[config.mk]
export PLATFORM = sky130hd
export DESIGN_NAME = sliding_window_reorder_receiver
export DESIGN_NICKNAME = d
export VERILOG_FILES = /design/src/sv/swrr_pkg.sv /design/src/sv/swrr_cell.sv /design/src/sv/sliding_window_reorder_receiver.sv
export SDC_FILE = /design/constraint.sdc
export NUM_CORES = 1
export LEC_CHECK = 0
export ABC_AREA = 1
export BUFFER_PORTS_ARGS = -buffer_cell sky130_fd_sc_hd__buf_2
export CORE_AREA = 3 3 166 168
export DETAILED_ROUTE_END_ITERATION = 10
export DIE_AREA = 0 0 169 171
export PLACE_DENSITY = 0.81
export SLEW_MARGIN = 20
export SYNTH_ARGS = -nofsm -noshare
export SYNTH_HDL_FRONTEND = slang
export SYNTH_SLANG_ARGS = --single-unit
[constraint.sdc]
create_clock -name i_clk -period 7 [get_ports i_clk]
set_input_delay 1.75 -clock i_clk [delete_from_list [all_inputs] [get_ports i_clk]]
set_output_delay 1.75 -clock i_clk [all_outputs]
set_load 0.03 [all_outputs]
[src/sv/swrr_pkg.sv]
// Shared types and constants for the selective-repeat receive window.
// Used by the window cells, the top level and the port checker.
// No dependencies.
package swrr_pkg;

    localparam int WINDOW_DEF       = 8;
    localparam int SEQ_BITS_DEF     = 16;
    localparam int PAYLOAD_BITS_DEF = 32;

    localparam int SEQ_W = 16;
    localparam int PAY_W = 32;

    localparam logic KIND_DATA = 1'b0;
    localparam logic KIND_ACK  = 1'b1;

    typedef enum logic {
        S_IN,
        S_DRAIN
    } t_state;

    typedef struct packed {
        logic wr_en;
        logic shift;
    } t_cell_ctl;

endpackage

[src/sv/swrr_cell.sv]
// One slot of the receive window: a valid bit and a stored payload.
// Loads an arriving payload or takes its upper neighbor's contents on a shift.
// Depends on swrr_pkg.
module swrr_cell #(
    parameter int PAYLOAD_BITS = swrr_pkg::PAYLOAD_BITS_DEF
) (
    input  logic                    i_clk,
    input  logic                    i_rst_n,
    input  swrr_pkg::t_cell_ctl     i_ctl,
    input  logic [PAYLOAD_BITS-1:0] i_wr_payload,
    input  logic                    i_nb_valid,
    input  logic [PAYLOAD_BITS-1:0] i_nb_payload,
    output logic                    o_valid,
    output logic [PAYLOAD_BITS-1:0] o_payload
);

    logic                    r_valid;
    logic                    n_valid;
    logic [PAYLOAD_BITS-1:0] r_payload;
    logic [PAYLOAD_BITS-1:0] n_payload;

    always_comb begin
        n_valid   = r_valid;
        n_payload = r_payload;
        if (i_ctl.shift) begin
            n_valid   = i_nb_valid;
            n_payload = i_nb_payload;
        end else if (i_ctl.wr_en) begin
            n_valid   = 1'b1;
            n_payload = i_wr_payload;
        end
    end

    always_ff @(posedge i_clk) begin
        if (!i_rst_n) begin
            r_valid <= 1'b0;
        end else begin
            r_valid <= n_valid;
        end
    end

    always_ff @(posedge i_clk) begin
        r_payload <= n_payload;
    end

    assign o_valid   = r_valid;
    assign o_payload = r_payload;

endmodule

[src/sv/sliding_window_reorder_receiver.sv]
// Selective-repeat receive window: slot cells, window head counter and result register.
// Depends on swrr_pkg and swrr_cell.
//
// Input channel (i_in_valid / o_in_ready) takes one packet item: sequence number
// and payload word. A number within WINDOW of the expected number is stored in
// its slot, overwriting any earlier copy; anything else is dropped.
// Output channel (o_out_valid / i_out_ready) gives result items: first every
// stored packet at the head of the window in order (kind 0), then one cumulative
// acknowledgement of expected minus one (kind 1, last set, payload zero).
// Timing: the item is stored in the cycle it is accepted; the block then drains,
// delivering each stored packet as the slot chain shifts down by one, and then the
// acknowledgement. No new item is taken until the acknowledgement is loaded.
// Each result is loaded into the output register from the drain state. A single
// output register parts the channels: the next item is taken while the
// acknowledgement waits.
// When the receiver stalls, the drain holds and the slot chain does not shift.
// Reset clears all slot valid bits, the expected number and the output valid bit.
module sliding_window_reorder_receiver #(
    parameter int WINDOW       = swrr_pkg::WINDOW_DEF,
    parameter int SEQ_BITS     = swrr_pkg::SEQ_BITS_DEF,
    parameter int PAYLOAD_BITS = swrr_pkg::PAYLOAD_BITS_DEF
) (
    input  logic                       i_clk,
    input  logic                       i_rst_n,
    input  logic                       i_in_valid,
    output logic                       o_in_ready,
    input  logic [swrr_pkg::SEQ_W-1:0] i_seq_num,
    input  logic [swrr_pkg::PAY_W-1:0] i_payload_word,
    output logic                       o_out_valid,
    input  logic                       i_out_ready,
    output logic                       o_kind,
    output logic [swrr_pkg::SEQ_W-1:0] o_out_seq,
    output logic [swrr_pkg::PAY_W-1:0] o_out_payload,
    output logic                       o_last
);

    swrr_pkg::t_state r_state;
    swrr_pkg::t_state n_state;

    logic [SEQ_BITS-1:0]     r_expected;
    logic [SEQ_BITS-1:0]     n_expected;
    logic [SEQ_BITS-1:0]     w_seq;
    logic [SEQ_BITS-1:0]     w_offset;
    logic [SEQ_BITS-1:0]     w_ack_seq;
    logic [PAYLOAD_BITS-1:0] w_in_payload;
    logic                    w_accept;
    logic                    w_in_win;
    logic                    w_out_free;
    logic                    w_shift;
    logic                    w_load_data;
    logic                    w_load_ack;

    logic                    w_valid   [WINDOW];
    logic [PAYLOAD_BITS-1:0] w_payload [WINDOW];

    logic                       r_out_valid;
    logic                       n_out_valid;
    logic                       r_kind;
    logic                       n_kind;
    logic [swrr_pkg::SEQ_W-1:0] r_out_seq;
    logic [swrr_pkg::SEQ_W-1:0] n_out_seq;
    logic [swrr_pkg::PAY_W-1:0] r_out_payload;
    logic [swrr_pkg::PAY_W-1:0] n_out_payload;
    logic                       r_last;
    logic                       n_last;

    assign w_accept     = i_in_valid && o_in_ready;
    assign w_seq        = SEQ_BITS'(i_seq_num);
    assign w_in_payload = PAYLOAD_BITS'(i_payload_word);
    assign w_offset     = w_seq - r_expected;
    assign w_in_win     = (32'(w_offset) < 32'(WINDOW));
    assign w_ack_seq    = r_expected - SEQ_BITS'(1);
    assign w_out_free   = !r_out_valid || i_out_ready;

    for (genvar g = 0; g < WINDOW; g++) begin : g_cell
        swrr_pkg::t_cell_ctl     w_ctl;
        logic                    w_nb_valid;
        logic [PAYLOAD_BITS-1:0] w_nb_payload;

        assign w_ctl.wr_en = w_accept && w_in_win && (32'(w_offset) == 32'(g));
        assign w_ctl.shift = w_shift;

        if (g == WINDOW - 1) begin : g_top
            assign w_nb_valid   = 1'b0;
            assign w_nb_payload = '0;
        end else begin : g_mid
            assign w_nb_valid   = w_valid[g+1];
            assign w_nb_payload = w_payload[g+1];
        end

        swrr_cell #(
            .PAYLOAD_BITS(PAYLOAD_BITS)
        ) u_cell (
            .i_clk       (i_clk),
            .i_rst_n     (i_rst_n),
            .i_ctl       (w_ctl),
            .i_wr_payload(w_in_payload),
            .i_nb_valid  (w_nb_valid),
            .i_nb_payload(w_nb_payload),
            .o_valid     (w_valid[g]),
            .o_payload   (w_payload[g])
        );
    end

    always_comb begin
        n_state = r_state;
        case (r_state)
            swrr_pkg::S_IN: begin
                if (w_accept) begin
                    n_state = swrr_pkg::S_DRAIN;
                end
            end
            swrr_pkg::S_DRAIN: begin
                if (!w_valid[0] && w_out_free) begin
                    n_state = swrr_pkg::S_IN;
                end
            end
            default: begin
                n_state = swrr_pkg::S_IN;
            end
        endcase
    end

    always_comb begin
        o_in_ready  = 1'b0;
        w_load_data = 1'b0;
        w_load_ack  = 1'b0;
        case (r_state)
            swrr_pkg::S_IN: begin
                o_in_ready = 1'b1;
            end
            swrr_pkg::S_DRAIN: begin
                w_load_data = w_valid[0] && w_out_free;
                w_load_ack  = !w_valid[0] && w_out_free;
            end
            default: begin
                o_in_ready = 1'b0;
            end
        endcase
    end

    assign w_shift    = w_load_data;
    assign n_expected = w_load_data ? (r_expected + SEQ_BITS'(1)) : r_expected;

    always_comb begin
        n_out_valid   = r_out_valid;
        n_kind        = r_kind;
        n_out_seq     = r_out_seq;
        n_out_payload = r_out_payload;
        n_last        = r_last;
        if (w_load_data) begin
            n_out_valid   = 1'b1;
            n_kind        = swrr_pkg::KIND_DATA;
            n_out_seq     = swrr_pkg::SEQ_W'(r_expected);
            n_out_payload = swrr_pkg::PAY_W'(w_payload[0]);
            n_last        = 1'b0;
        end else if (w_load_ack) begin
            n_out_valid   = 1'b1;
            n_kind        = swrr_pkg::KIND_ACK;
            n_out_seq     = swrr_pkg::SEQ_W'(w_ack_seq);
            n_out_payload = '0;
            n_last        = 1'b1;
        end else if (i_out_ready) begin
            n_out_valid   = 1'b0;
        end
    end

    always_ff @(posedge i_clk) begin
        if (!i_rst_n) begin
            r_state     <= swrr_pkg::S_IN;
            r_expected  <= '0;
            r_out_valid <= 1'b0;
        end else begin
            r_state     <= n_state;
            r_expected  <= n_expected;
            r_out_valid <= n_out_valid;
        end
    end

    always_ff @(posedge i_clk) begin
        r_kind        <= n_kind;
        r_out_seq     <= n_out_seq;
        r_out_payload <= n_out_payload;
        r_last        <= n_last;
    end

    assign o_out_valid   = r_out_valid;
    assign o_kind        = r_kind;
    assign o_out_seq     = r_out_seq;
    assign o_out_payload = r_out_payload;
    assign o_last        = r_last;

endmodule

## Word-level counts from Yosys, hierarchy flattened

Cells that the tools add are included.

| cells by class | value |
|---|---|
| bitwise operators | 2 |
| add/sub/neg operators | 3 |
| equality and inequality tests | 7 |
| reduce and logical (&&, ||, !) cells | 26 |
| mux-type cells | 41 |
| $lt $le $gt $ge | 1 |

Operators by type and width:

| operator | count |
|---|---|
| 2-to-1 mux 32 bit | 16 |
| == test 16 x 3 -> 1 bit (second input constant) | 4 |
| == test 16 x 2 -> 1 bit (second input constant) | 2 |
| 2-to-1 mux 16 bit | 2 |
| 2-to-1 mux 1 bit | 22 |
| adder 16 x 1 -> 16 bit (second input constant) | 1 |
| == test 16 x 1 -> 1 bit (second input constant) | 1 |
| zero test 16 bit | 1 |
| less-than comparator 16 x 4 -> 1 bit (second input constant) | 1 |
| nonzero test 2 bit | 8 |
| subtractor 16 x 1 -> 16 bit (second input constant) | 1 |
| subtractor 16 bit | 1 |
| logical AND 1 bit | 12 |
| nonzero test 3 bit | 1 |
| zero test 1 bit | 2 |
| inverter 1 bit | 2 |
| case mux 1 bit (2 select lines) | 1 |
| OR reduction 2 bit | 1 |
| logical OR 1 bit | 1 |

| storage, ports and cells | value |
|---|---|
| logic and storage cells | 102 |
| register bits after elaboration | 331 |
| input port bits | 52 |

## Depth between registers and ports, before layout

Gate-level depths: netlist (run 1).

| depth | value |
|---|---|
| depth after elaboration | 6 |
| gate-level depth with buffers | 21 |

## Hierarchy

From an unflattened synthesis (run 1), not the netlist that was laid out.

| second synthesis, totals | value |
|---|---|
| cell total of the unflattened synthesis | 1684 |
| area, all modules | 15950.3 um^2 |

By module, submodules not included:

| module | cells an instance | area an instance (um^2) | sequential area each (um^2) | times used |
|---|---|---|---|---|
| swrr_cell | 144 | 1475.2 | 980.9 | 8 |
| sliding_window_reorder_receiver | 532 | 4149.0 | 1821.7 | 1 |

## Worst setup path before layout (run 1)

Ideal clock, no wire load.

| timing | value |
|---|---|
| path type | input -> register |
| start | input port i_seq_num[0] (netlist bit) |
| end | register g_cell[3].u_cell.r_payload[0] (enable) |
| buffers on the path | 0 |
| stages on the path | 15 |
| arrival | 4032 ps |
| path slack | 2578 ps |
| cells stage by stage | inv_1 > ha_1 > inv_1 > fa_1 > nand3_1 > nand2_1 > nand2_1 > nand2_1 > a21oi_1 > nand2_1 > nor2_4 > nand2_2 > nor2_8 > nand3_1 > nand2_1 |

| between the ends | value |
|---|---|
| word-level cells in the longest chain between the ends | 5 |

Ends and longest elaborated chain:

| element | line | text |
|---|---|---|
| start: declaration | sliding_window_reorder_receiver.sv:27 | `input logic [swrr_pkg::SEQ_W-1:0] i_seq_num,` |
| subtractor 16 bit * | sliding_window_reorder_receiver.sv:70 | `assign w_offset = w_seq - r_expected;` |
| less-than comparator 16 x 4 -> 1 bit | sliding_window_reorder_receiver.sv:71 | `assign w_in_win = (32'(w_offset) < 32'(WINDOW));` |
| logical AND 1 bit | sliding_window_reorder_receiver.sv:80 | `assign w_ctl.wr_en = w_accept && w_in_win && (32'(w_offset) == 32'(g));` |
| logical AND 1 bit * | sliding_window_reorder_receiver.sv:80 |  |
| nonzero test 2 bit (no source line) * | - |  |
| end signal: assignment | swrr_cell.sv:43 | `r_payload <= n_payload;` |
| end: declaration | swrr_cell.sv:19 | `logic [PAYLOAD_BITS-1:0] r_payload;` |

Every way passes the cells marked *; elsewhere a longest branch is shown, timed or not.
A chain may end at the register's enable or synchronous reset.

## Final worst setup path (run 1)

| timing | value |
|---|---|
| start | input port i_out_ready |
| end | register r_out_seq (netlist bit o_out_seq[1]) (data pin) |

| between the ends | value |
|---|---|
| word-level cells in the longest chain between the ends | 4 |

Ends and longest elaborated chain:

| element | line | text |
|---|---|---|
| start: declaration | sliding_window_reorder_receiver.sv:30 | `input logic i_out_ready,` |
| logical OR 1 bit | sliding_window_reorder_receiver.sv:73 | `assign w_out_free = !r_out_valid \|\| i_out_ready;` |
| logical AND 1 bit | sliding_window_reorder_receiver.sv:133 | `w_load_data = w_valid[0] && w_out_free;` |
| 2-to-1 mux 1 bit | sliding_window_reorder_receiver.sv:128 | `case (r_state)` |
| 2-to-1 mux 16 bit | sliding_window_reorder_receiver.sv:151 | `if (w_load_data) begin` |
| via n_out_seq (one bit) | sliding_window_reorder_receiver.sv:61 | `logic [swrr_pkg::SEQ_W-1:0] n_out_seq;` |
| end signal: assignment | sliding_window_reorder_receiver.sv:182 | `r_out_seq <= n_out_seq;` |
| end: declaration | sliding_window_reorder_receiver.sv:60 | `logic [swrr_pkg::SEQ_W-1:0] r_out_seq;` |

The timed path passes the listed nets, and every way through them passes these cells.

==> out/metrics.cfg, run 1 <==
[run_status]
outcome = complete, no violations

[synth]
synth_area_leaders = edfxtp_1, nand2_1, dfxtp_1
synth_nets = 1543
synth_area_per_cell_um2 = 9.68
synth_top_area_share = 0.573
ys_types = 36
ys_warn_count = 0
synth_cells = 1473
synth_edf_count = 272
syn_area_um2 = 14300
synth.most_common_cell = nand2_1
synth_seq_area_share = 0.655
async_reset_ff_frac = 0
synthFlopType = edfxtp_1
yosysTopAreaCell = edfxtp_1
ys_ff_latch = 331
synthTopCellsByCount = nand2_1, edfxtp_1, inv_1, nor2_1, dfxtp_1

[place]
pre_cts_ws_ns = 2.29
placed_cell_area_um2 = 15000
dpl.hpwl_um = 17900
portBuffers = 103
dpl.cell_count = 1863
globalplace.congestion = 0.861

[power]
power_mw = 4.15
swShare = 0.213
p_leak_nw = 6.93
pwr-share-comb = 0.053
p_sw_mw = 0.883
peakVddDrop_mv = 0.246
p_clk_frac = 0.425
internal_power_mw = 3.26
seq_power_share = 0.522
p_per_area_nw_per_um2 = 257

[finish]
multiInputGateArea_um2 = 4130
syn_to_final_growth_pct = 13.0
drive_gt1_frac = 0.127
nNetsFinal = 1635
nFillCells = 2055
stdcell_area_um2 = 16100
seqCellArea_um2 = 9350
final_cells = 1926

[floorplan]
initial_core_util = 0.547
die_h_um = 171
io_pins = 104
die_area_um2 = 28900
die_x_um = 169
core_um2 = 26100
row_count = 59

[timing]
fin_ws_ns = 2.83
maxSlewHeadroom = 0.265
finalHoldViolCount = 0
fmax_ghz = 0.240
fin_tns_setup_ns = 0
drv_slew = 0
worst_slew_pin_slew_ns = 1.10
fin_skew_ns = 0.0175
rsz0062_at_grt = no
fin_crit_ns = 4.17
setup_viol = 0
timing.final.crit_share = 0.596

[setup_path]
end_kind = flop
crit_fanout = 113
crit_slowest_cell = buf_4
cpPeakStageDelay_ns = 0.89
critPathRequiredTime_ns = 7.21
arrival_ns = 4.38
crit_chain = buf_2 > inv_1 > nand2_1 > nand3_4 > inv_6 > buf_4 > o21ai_0
path_buf_inv = 4
critPathKind = in2reg
worstSetupStartpointType = input pin
crit_family = buffers and inverters

[grt]
grt_pass1_wl_um = 45000
grt.overflow.total = 0
grt_use_total = 0.193
grt_antenna_before_repair = 0
grt_max_degree = 114
grt_pass1_vias = 9353

[routing]
detail_route.wl_per_cell_um = 14.6
vias = 9734
drc_errors = 0
antenna_left = 0
drtIter0Drc = 747
first_pass_iters = 5
vias_per_cell = 5.05
wirelength_um = 28000

[clocking]
htreeDepth = 2
numCtsBuffers = 35
root_buffer = clkbuf_16
cts_hold_buf = 0
cts.sinks = 331
clk_pin_slew_ns = 0.05
cts_tree = done
postCtsSetupRepairBufs = 0
cts_resized = 0
clk-insertion-delay-late_ns = 0.52
cts_buffer_depth = 3

[run]
maxCapViolations = 0

[worst_hold_path]
hp-class = reg2reg

final cells by class:
| class | instances | share of cell area |
|---|---|---|
| tap | 335 | 0.0260 |
| sequential | 331 | 0.580 |
| timing repair buffer | 105 | 0.0329 |
| antenna | 1 | 0.000155 |
| multi-input combinational | 935 | 0.256 |
| clock buffer | 49 | 0.0595 |
| inverter | 157 | 0.0370 |
| clock inverter | 13 | 0.00815 |
layer usage:
layer  vias up  GRT usage  share of wire
met5         -          0              0
met3        55     0.0314          0.059
li1       4896          -              -
met4         0     0.0692          0.026
met1      4516      0.246           0.42
met2       267      0.336           0.50
layout by cell type, fill, tap and decap left out, types with 2 or more instances in the layout:
cell type,instances
buf_4,2
inv_1,150
inv_6,4
clkbuf_1,11
nand2_1,577
nand3_1,43
inv_2,5
buf_2,103
edfxtp_1,272
a21oi_1,22
nand3_4,2
clkinv_2,4
ha_1,17
nand4_1,7
o21ai_0,52
xor2_1,14
nand2_2,33
dfxtp_1,59
clkbuf_16,35
clkinv_1,3
nor2_1,139
nor3_1,12
nor2_8,2
nand3b_1,2
clkbuf_8,3
bufinv_16,2
power groups by stage:
stage                     combinational [mW]  sequential, mW  clock [mW]
after floorplan                        0.131            2.23           0
after global placement                 0.208            2.21           0
after detailed placement               0.217            2.21           0
after CTS                              0.220            2.17        1.79
after global routing                   0.249            2.17        1.87
final                                  0.219            2.17        1.76
per-stage QoR:
stage	hold slack, ns	utilization
after floorplan	0.423	-
after global placement	0.432	0.576
after detailed placement	0.454	0.576
after CTS	0.461	0.618
after global routing	0.493	0.618
final	0.459	0.618
logic make-up after synthesis:
group	share of synthesized area
and+or+nand+nor	0.233
AOI/OAI and AO/OA	0.0288
DFF	0.655
adders and majority gates	0.0163
buffers and inverters	0.0572
xor gates and xnor gates	0.00921
state kept, by name, summed over array words and instances, names as in the netlist:
register,count
g_cell.u_cell.o_payload,256
o_out_payload,32
r_expected,16
g_cell.u_cell.o_valid,8
o_out_seq,16
o_last,1
o_out_valid,1
r_state,1
tightest hold or removal path, cell delays in order (launching register included):
cell and delay, ns:
dfxtp_1 0.31, inv_1 0.05, a21oi_1 0.05
worst paths after layout:
check	start	endpoint	slack, ns	depth (start not counted)
worst max-delay path	i_out_ready	o_out_seq[1]$_DFFE_PP_	2.83	7
worst max register to register	r_expected[0]$_SDFFE_PN0P_	g_cell[6].u_cell.o_payload[5]$_DFFE_PP_	3.68	14
worst min register to register	g_cell[7].u_cell.o_valid$_SDFFE_PP0P_	g_cell[7].u_cell.o_valid$_SDFFE_PP0P_	0.46	2
worst min-delay path	g_cell[7].u_cell.o_valid$_SDFFE_PP0P_	g_cell[7].u_cell.o_valid$_SDFFE_PP0P_	0.46	2
Power figures use the tool's default switching activity.
==> run 2: changes to the inputs <==
==> constraint.sdc (replaced) <==
create_clock -name i_clk -period 3.97 [get_ports i_clk]
set_input_delay 0.9925 -clock i_clk [delete_from_list [all_inputs] [get_ports i_clk]]
set_output_delay 0.9925 -clock i_clk [all_outputs]
set_load 0.03 [all_outputs]
==> run 2 against run 1 <==
Compared with the run above:
- routed wire length is 0.40% higher
- critical path depth is 10 higher
- worst setup slack worse by 2.0 ns
- non-clock buffer count is 13 higher
- critical endpoint is now g_cell[5].u_cell.o_payload[22]$_DFFE_PP_
- highest routed layer unchanged
==> out/metrics.cfg, run 2 (synthesis gave the netlist of run 1 again) <==
[finish]
mostFrequentLayoutCell = nand2_1
drive_gt1_frac = 0.135  ; +0.00787
nFillCells = 2018  ; -1.8%
final_cells = 1937  ; +0.57%
most-common-layout-cells = nand2_1, edfxtp_1, inv_1, nor2_1, buf_2
largest_register_ffs = 256  ; unchanged
nNetsFinal = 1648  ; +0.80%
syn_to_final_growth_pct = 13.9

[grt]
grt_pass1_vias = 9326  ; -0.29%
grt_max_degree = 195  ; +71%
grt_use_total = 0.194  ; +0.00143
grt_pass1_wl_um = 45500  ; +1.2%
grt_antenna_before_repair = 0  ; unchanged
grt.overflow.total = 0  ; unchanged

[power]
seq_power_share = 0.529  ; +0.007
p_leak_nw = 7.00  ; +0.98%
internal_power_mw = 5.64  ; +73%
pwr-share-comb = 0.054  ; about the same
p_clk_frac = 0.417  ; -0.008
peakVddDrop_mv = 0.328  ; +33%
p_sw_mw = 1.57  ; +78%
p_per_area_nw_per_um2 = 444  ; +73%
swShare = 0.218  ; +0.00515

[setup_path]
worstSetupStartpointType = input pin
critPathRequiredTime_ns = 4.19  ; -3.02 ns
arrival_ns = 3.36  ; -1.02 ns
crit_fanout = 24  ; -79%
end_kind = flop
critPathKind = in2reg

[run_status]
outcome = complete, no violations

[run]
maxCapViolations = 0  ; unchanged

[clocking]
postCtsSetupRepairBufs = 0  ; unchanged
clk-insertion-delay-late_ns = 0.52  ; about the same
cts_resized = 0  ; unchanged
numCtsBuffers = 35  ; unchanged
cts_buffer_depth = 3  ; unchanged
htreeDepth = 2  ; unchanged
cts_tree = done
clk_pin_slew_ns = 0.06  ; about the same
root_buffer = clkbuf_16
cts.sinks = 331  ; unchanged
cts_hold_buf = 0  ; unchanged

[routing]
wirelength_um = 28200  ; +0.40%
antenna_left = 0  ; unchanged
drtIter0Drc = 993  ; +33%
drc_errors = 0  ; unchanged
vias = 9789  ; +0.57%
first_pass_iters = 6  ; +1
vias_per_cell = 5.05  ; about the same
detail_route.wl_per_cell_um = 14.5  ; -0.17%

[floorplan]
die_h_um = 171  ; unchanged
core_um2 = 26100  ; unchanged
row_count = 59  ; unchanged
die_x_um = 169  ; unchanged
die_area_um2 = 28900  ; unchanged
initial_core_util = 0.547  ; unchanged
io_pins = 104  ; unchanged

[place]
dpl.hpwl_um = 18600  ; +4.4%
dpl.cell_count = 1876  ; +0.70%
portBuffers = 103  ; unchanged
globalplace.congestion = 0.884  ; +2.6%

[timing]
rsz0062_at_grt = no
finalHoldViolCount = 0  ; unchanged
drv_slew = 0  ; unchanged
fmax_ghz = 0.318
maxSlewHeadroom = 0.382  ; +0.117
timing.final.crit_share = 0.792
setup_viol = 0  ; unchanged
fin_crit_ns = 3.14
worst_slew_pin_slew_ns = 0.928  ; -0.176 ns
fin_tns_setup_ns = 0  ; unchanged
fin_skew_ns = 0.0182  ; +0.000669 ns

[worst_hold_path]
hp-class = reg2reg

## run 2: final cells by class
| cell class | count | area, um^2 | area share |
|---|---|---|---|
| multi-input cells | 935 | 4130 | 0.254 |
| clock inverters | 13 | 91.3 | 0.00562 |
| diodes | 1 | 2.50 | 0.000154 |
| flip-flops and latches | 331 | 9350 | 0.576 |
| repair buffers | 118 | 691 | 0.0425 |
| well taps | 335 | 419 | 0.0258 |
| clock buffers | 47 | 962 | 0.0592 |
| inverters | 157 | 596 | 0.0367 |
## run 2: final timing paths
path	from	end	slack, ns	depth (start not counted)
worst max-delay path	i_seq_num[0]	g_cell[5].u_cell.o_payload[22]$_DFFE_PP_	0.83	17
worst max register to register	r_expected[6]$_SDFFE_PN0P_	g_cell[7].u_cell.o_payload[23]$_SDFFE_PP0P_	0.90	16
worst min register to register	g_cell[7].u_cell.o_valid$_SDFFE_PP0P_	g_cell[7].u_cell.o_valid$_SDFFE_PP0P_	0.47	2
worst min-delay path	g_cell[7].u_cell.o_valid$_SDFFE_PP0P_	g_cell[7].u_cell.o_valid$_SDFFE_PP0P_	0.47	2
## run 2: stage by stage
stage	total power, mW	utilization	instance area (um^2)	hold slack [ns]	worst slack (ns)
2_1_floorplan	4.16	-	14300	0.423	0.306
3_3_place_gp	4.26	0.583	15200	0.434	0.363
5_1_grt	7.46	0.623	16200	0.487	0.599
3_5_place_dp	4.28	0.583	15200	0.456	0.301
6_report	7.21	0.623	16200	0.465	0.827
4_1_cts	7.27	0.623	16200	0.464	0.839
## run 2: critical path, cell delays in order
cell     delay, ns
buf_2         0.10
inv_1         0.05
ha_1          0.14
inv_1         0.08
fa_1          0.44
nand3_1       0.12
nand2_1       0.09
nand2_1       0.07
nand2_1       0.04
a21oi_1       0.11
nand2_1       0.10
nor2_4        0.12
nand2_2       0.10
nor2_8        0.15
nand3_1       0.14
nand2_2       0.28
buf_12        0.23
## run 2: layer usage
| metal | GRT usage | routed length, um |
|---|---|---|
| met5 | 0 | 0 |
| met3 | 0.0296 | 1710 |
| met4 | 0.0618 | 792 |
| met2 | 0.349 | 14000 |
| met1 | 0.244 | 11600 |
## run 2: power by group through the flow
stage          logic [mW]  clock network (mW)  registers, mW
4_1_cts             0.390                3.06           3.82
5_1_grt             0.442                3.19           3.82
2_1_floorplan       0.231                   0           3.93
3_5_place_dp        0.385                   0           3.89
6_report            0.388                3.01           3.82
3_3_place_gp        0.368                   0           3.89
==> run 3: changes to the inputs <==
==> constraint.sdc (replaced) <==
create_clock -name i_clk -period 3.3 [get_ports i_clk]
set_input_delay 0.825 -clock i_clk [delete_from_list [all_inputs] [get_ports i_clk]]
set_output_delay 0.825 -clock i_clk [all_outputs]
set_load 0.03 [all_outputs]
==> run 3 against run 2 <==
Compared with the run above:
- via count is 1.9% higher
- sequential share of layout area shrank 1.1 points
- sequential power rose by 20%
- routed wire length increased by 1.5%
- core utilization rose by 1.2 points
- register-to-register slack got worse by 0.56 ns
- power rose by 25%
- final area is 2.0% higher
- clock power is 32% higher
- global-route usage is 0.53 points higher
==> out/metrics.cfg, run 3 (synthesis gave the netlist of run 1 again) <==
[routing]
drtIter0Drc = 882  ; -11%
detail_route.wl_per_cell_um = 14.7  ; +1.1%
drc_errors = 0  ; unchanged
antenna_left = 0  ; unchanged
first_pass_iters = 5  ; -1
wirelength_um = 28600  ; +1.5%
vias_per_cell = 5.13  ; +1.4%
vias = 9976  ; +1.9%

[timing]
rsz0062_at_grt = no
worst_slew_pin_slew_ns = 0.784  ; -0.143 ns
finalHoldViolCount = 0  ; unchanged
holdWs_ns = 0.455  ; -0.0105 ns
fin_skew_ns = 0.0150  ; -0.00316 ns
fmax_ghz = 0.338
fin_tns_setup_ns = 0  ; unchanged
fin_crit_ns = 2.96
drv_slew = 0  ; unchanged
setup_viol = 0  ; unchanged
timing.final.crit_share = 0.896
maxSlewHeadroom = 0.477  ; +0.0955

[place]
portBuffers = 103  ; unchanged
dpl.hpwl_um = 19100  ; +2.5%
dpl.cell_count = 1884  ; +0.43%
globalplace.congestion = 0.916  ; +3.7%

[setup_path]
path_buf_inv = 3  ; -1
critPathKind = reg2reg
ff2ff_path_depth = 17  ; +1
crit_chain = inv_1 > ha_1 > nand2_1 > nor2_1 > nand3_1 > nand3_1 > nand2_1 > nand2_1 > nand2_1 > nand2_1 > nor2_8 > buf_4 > nand3_4 > buf_12 > nand2_1 > nand2_1 > nor2_1
arrival_ns = 3.35  ; about the same
worstSetupStartpointType = flop
critPathRequiredTime_ns = 3.70  ; -0.49 ns
cpPeakStageDelay_ns = 0.45  ; about the same
rr_endpoint = g_cell[7].u_cell.o_payload[24]$_SDFFE_PP0P_
crit_family = simple AND/OR/NAND/NOR gates
reg2reg_slack_ns = 0.34  ; -0.56 ns
crit_slowest_cell = dfxtp_1
r2r_start = r_expected[6]$_SDFFE_PN0P_
end_kind = flop
crit_top_cell = nand2_1
crit_fanout = 65  ; +170%
crit_path_start = r_expected[6]$_SDFFE_PN0P_

[floorplan]
initial_core_util = 0.547  ; unchanged
die_h_um = 171  ; unchanged
die_x_um = 169  ; unchanged
die_area_um2 = 28900  ; unchanged
core_um2 = 26100  ; unchanged
io_pins = 104  ; unchanged
row_count = 59  ; unchanged

[grt]
grt_pass1_vias = 9978  ; +7.0%
grt.overflow.total = 0  ; unchanged
grt_max_degree = 195  ; unchanged
grt_pass1_wl_um = 47200  ; +3.8%
grt_antenna_before_repair = 0  ; unchanged
grt_use_total = 0.200  ; +0.00527

[finish]
final_cells = 1946  ; +0.46%
mostFrequentLayoutCell = nand2_1
diodes = 0  ; -1
most-common-layout-cells = nand2_1, edfxtp_1, inv_1, nor2_1, buf_2
syn_to_final_growth_pct = 16.1
largest_register_ffs = 256  ; unchanged
nNetsFinal = 1655  ; +0.42%
drive_gt1_frac = 0.142  ; +0.00661

[power]
peakVddDrop_mv = 0.455  ; +39%
power_mw = 9.03  ; +25%
p_per_area_nw_per_um2 = 545  ; +23%
p_leak_nw = 7.14  ; +2.1%

[run_status]
outcome = complete, no violations

[run]
maxCapViolations = 0  ; unchanged

[clocking]
cts_tree = done
root_buffer = clkbuf_16
cts.sinks = 331  ; unchanged
numCtsBuffers = 34  ; -2.9%
postCtsSetupRepairBufs = 0  ; unchanged
cts_buffer_depth = 3  ; unchanged
cts_resized = 0  ; unchanged
htreeDepth = 2  ; unchanged
cts_hold_buf = 0  ; unchanged
clk_pin_slew_ns = 0.06  ; about the same
clk-insertion-delay-late_ns = 0.51  ; about the same

[worst_hold_path]
hold_start = g_cell[7].u_cell.o_valid$_SDFFE_PP0P_
whs_endpoint = g_cell[7].u_cell.o_valid$_SDFFE_PP0P_
holdPathStages = 2  ; unchanged
hp-class = reg2reg

[run 3: worst min-delay path: stages, from the launching register on]
cell and delay, ns:
dfxtp_1 0.31, inv_1 0.05, a21oi_1 0.05
[run 3: how the worst max path moves through the flow]
stage	endpoint	slack, ns	cells after the start
5_1_grt	g_cell[7].u_cell.o_payload[24]$_SDFFE_PP0P_	0.05	17
3_3_place_gp	g_cell[6].u_cell.o_payload[27]$_DFFE_PP_	0.03	17
4_1_cts	g_cell[7].u_cell.o_payload[24]$_SDFFE_PP0P_	0.39	17
2_1_floorplan	g_cell[3].u_cell.o_payload[0]$_DFFE_PP_	0.09	15
6_report	g_cell[7].u_cell.o_payload[24]$_SDFFE_PP0P_	0.34	17
3_5_place_dp	g_cell[5].u_cell.o_payload[31]$_DFFE_PP_	-0.0005	17
[run 3: layout make-up]
cell class	instances	area, um^2
Multi-Input combinational cell	935	4130
Clock inverter	19	239
Fill cell	1992	9500
Timing Repair Buffer	126	901
Inverter	157	594
Tap cell	335	419
Clock buffer	43	926
Sequential cell	331	9350
[run 3: through the flow]
| stage | area, um^2 | util | setup WS [ns] |
|---|---|---|---|
| CTS | 16600 | 0.635 | 0.390 |
| global route | 16600 | 0.635 | 0.0486 |
| floorplan | 14300 | - | 0.0887 |
| finish | 16600 | 0.635 | 0.344 |
| detailed placement | 15400 | 0.591 | -0.000533 |
| global placement | 15400 | 0.591 | 0.0341 |
[run 3: layer usage]
metal  global-route usage  vias to the layer above  routed length [um]
met5                    0                        -                   0
met1                0.248                     4621               11800
met2                0.349                      339               14000
li1                     -                     4943                   -
met3               0.0360                       73                1750
met4               0.0794                        0                1060
[run 3: power by group]
part | internal, mW | switching [mW] | total, mW
clock network | 2.40 | 1.56 | 3.96
logic | 0.150 | 0.327 | 0.477
registers | 4.57 | 0.0165 | 4.59
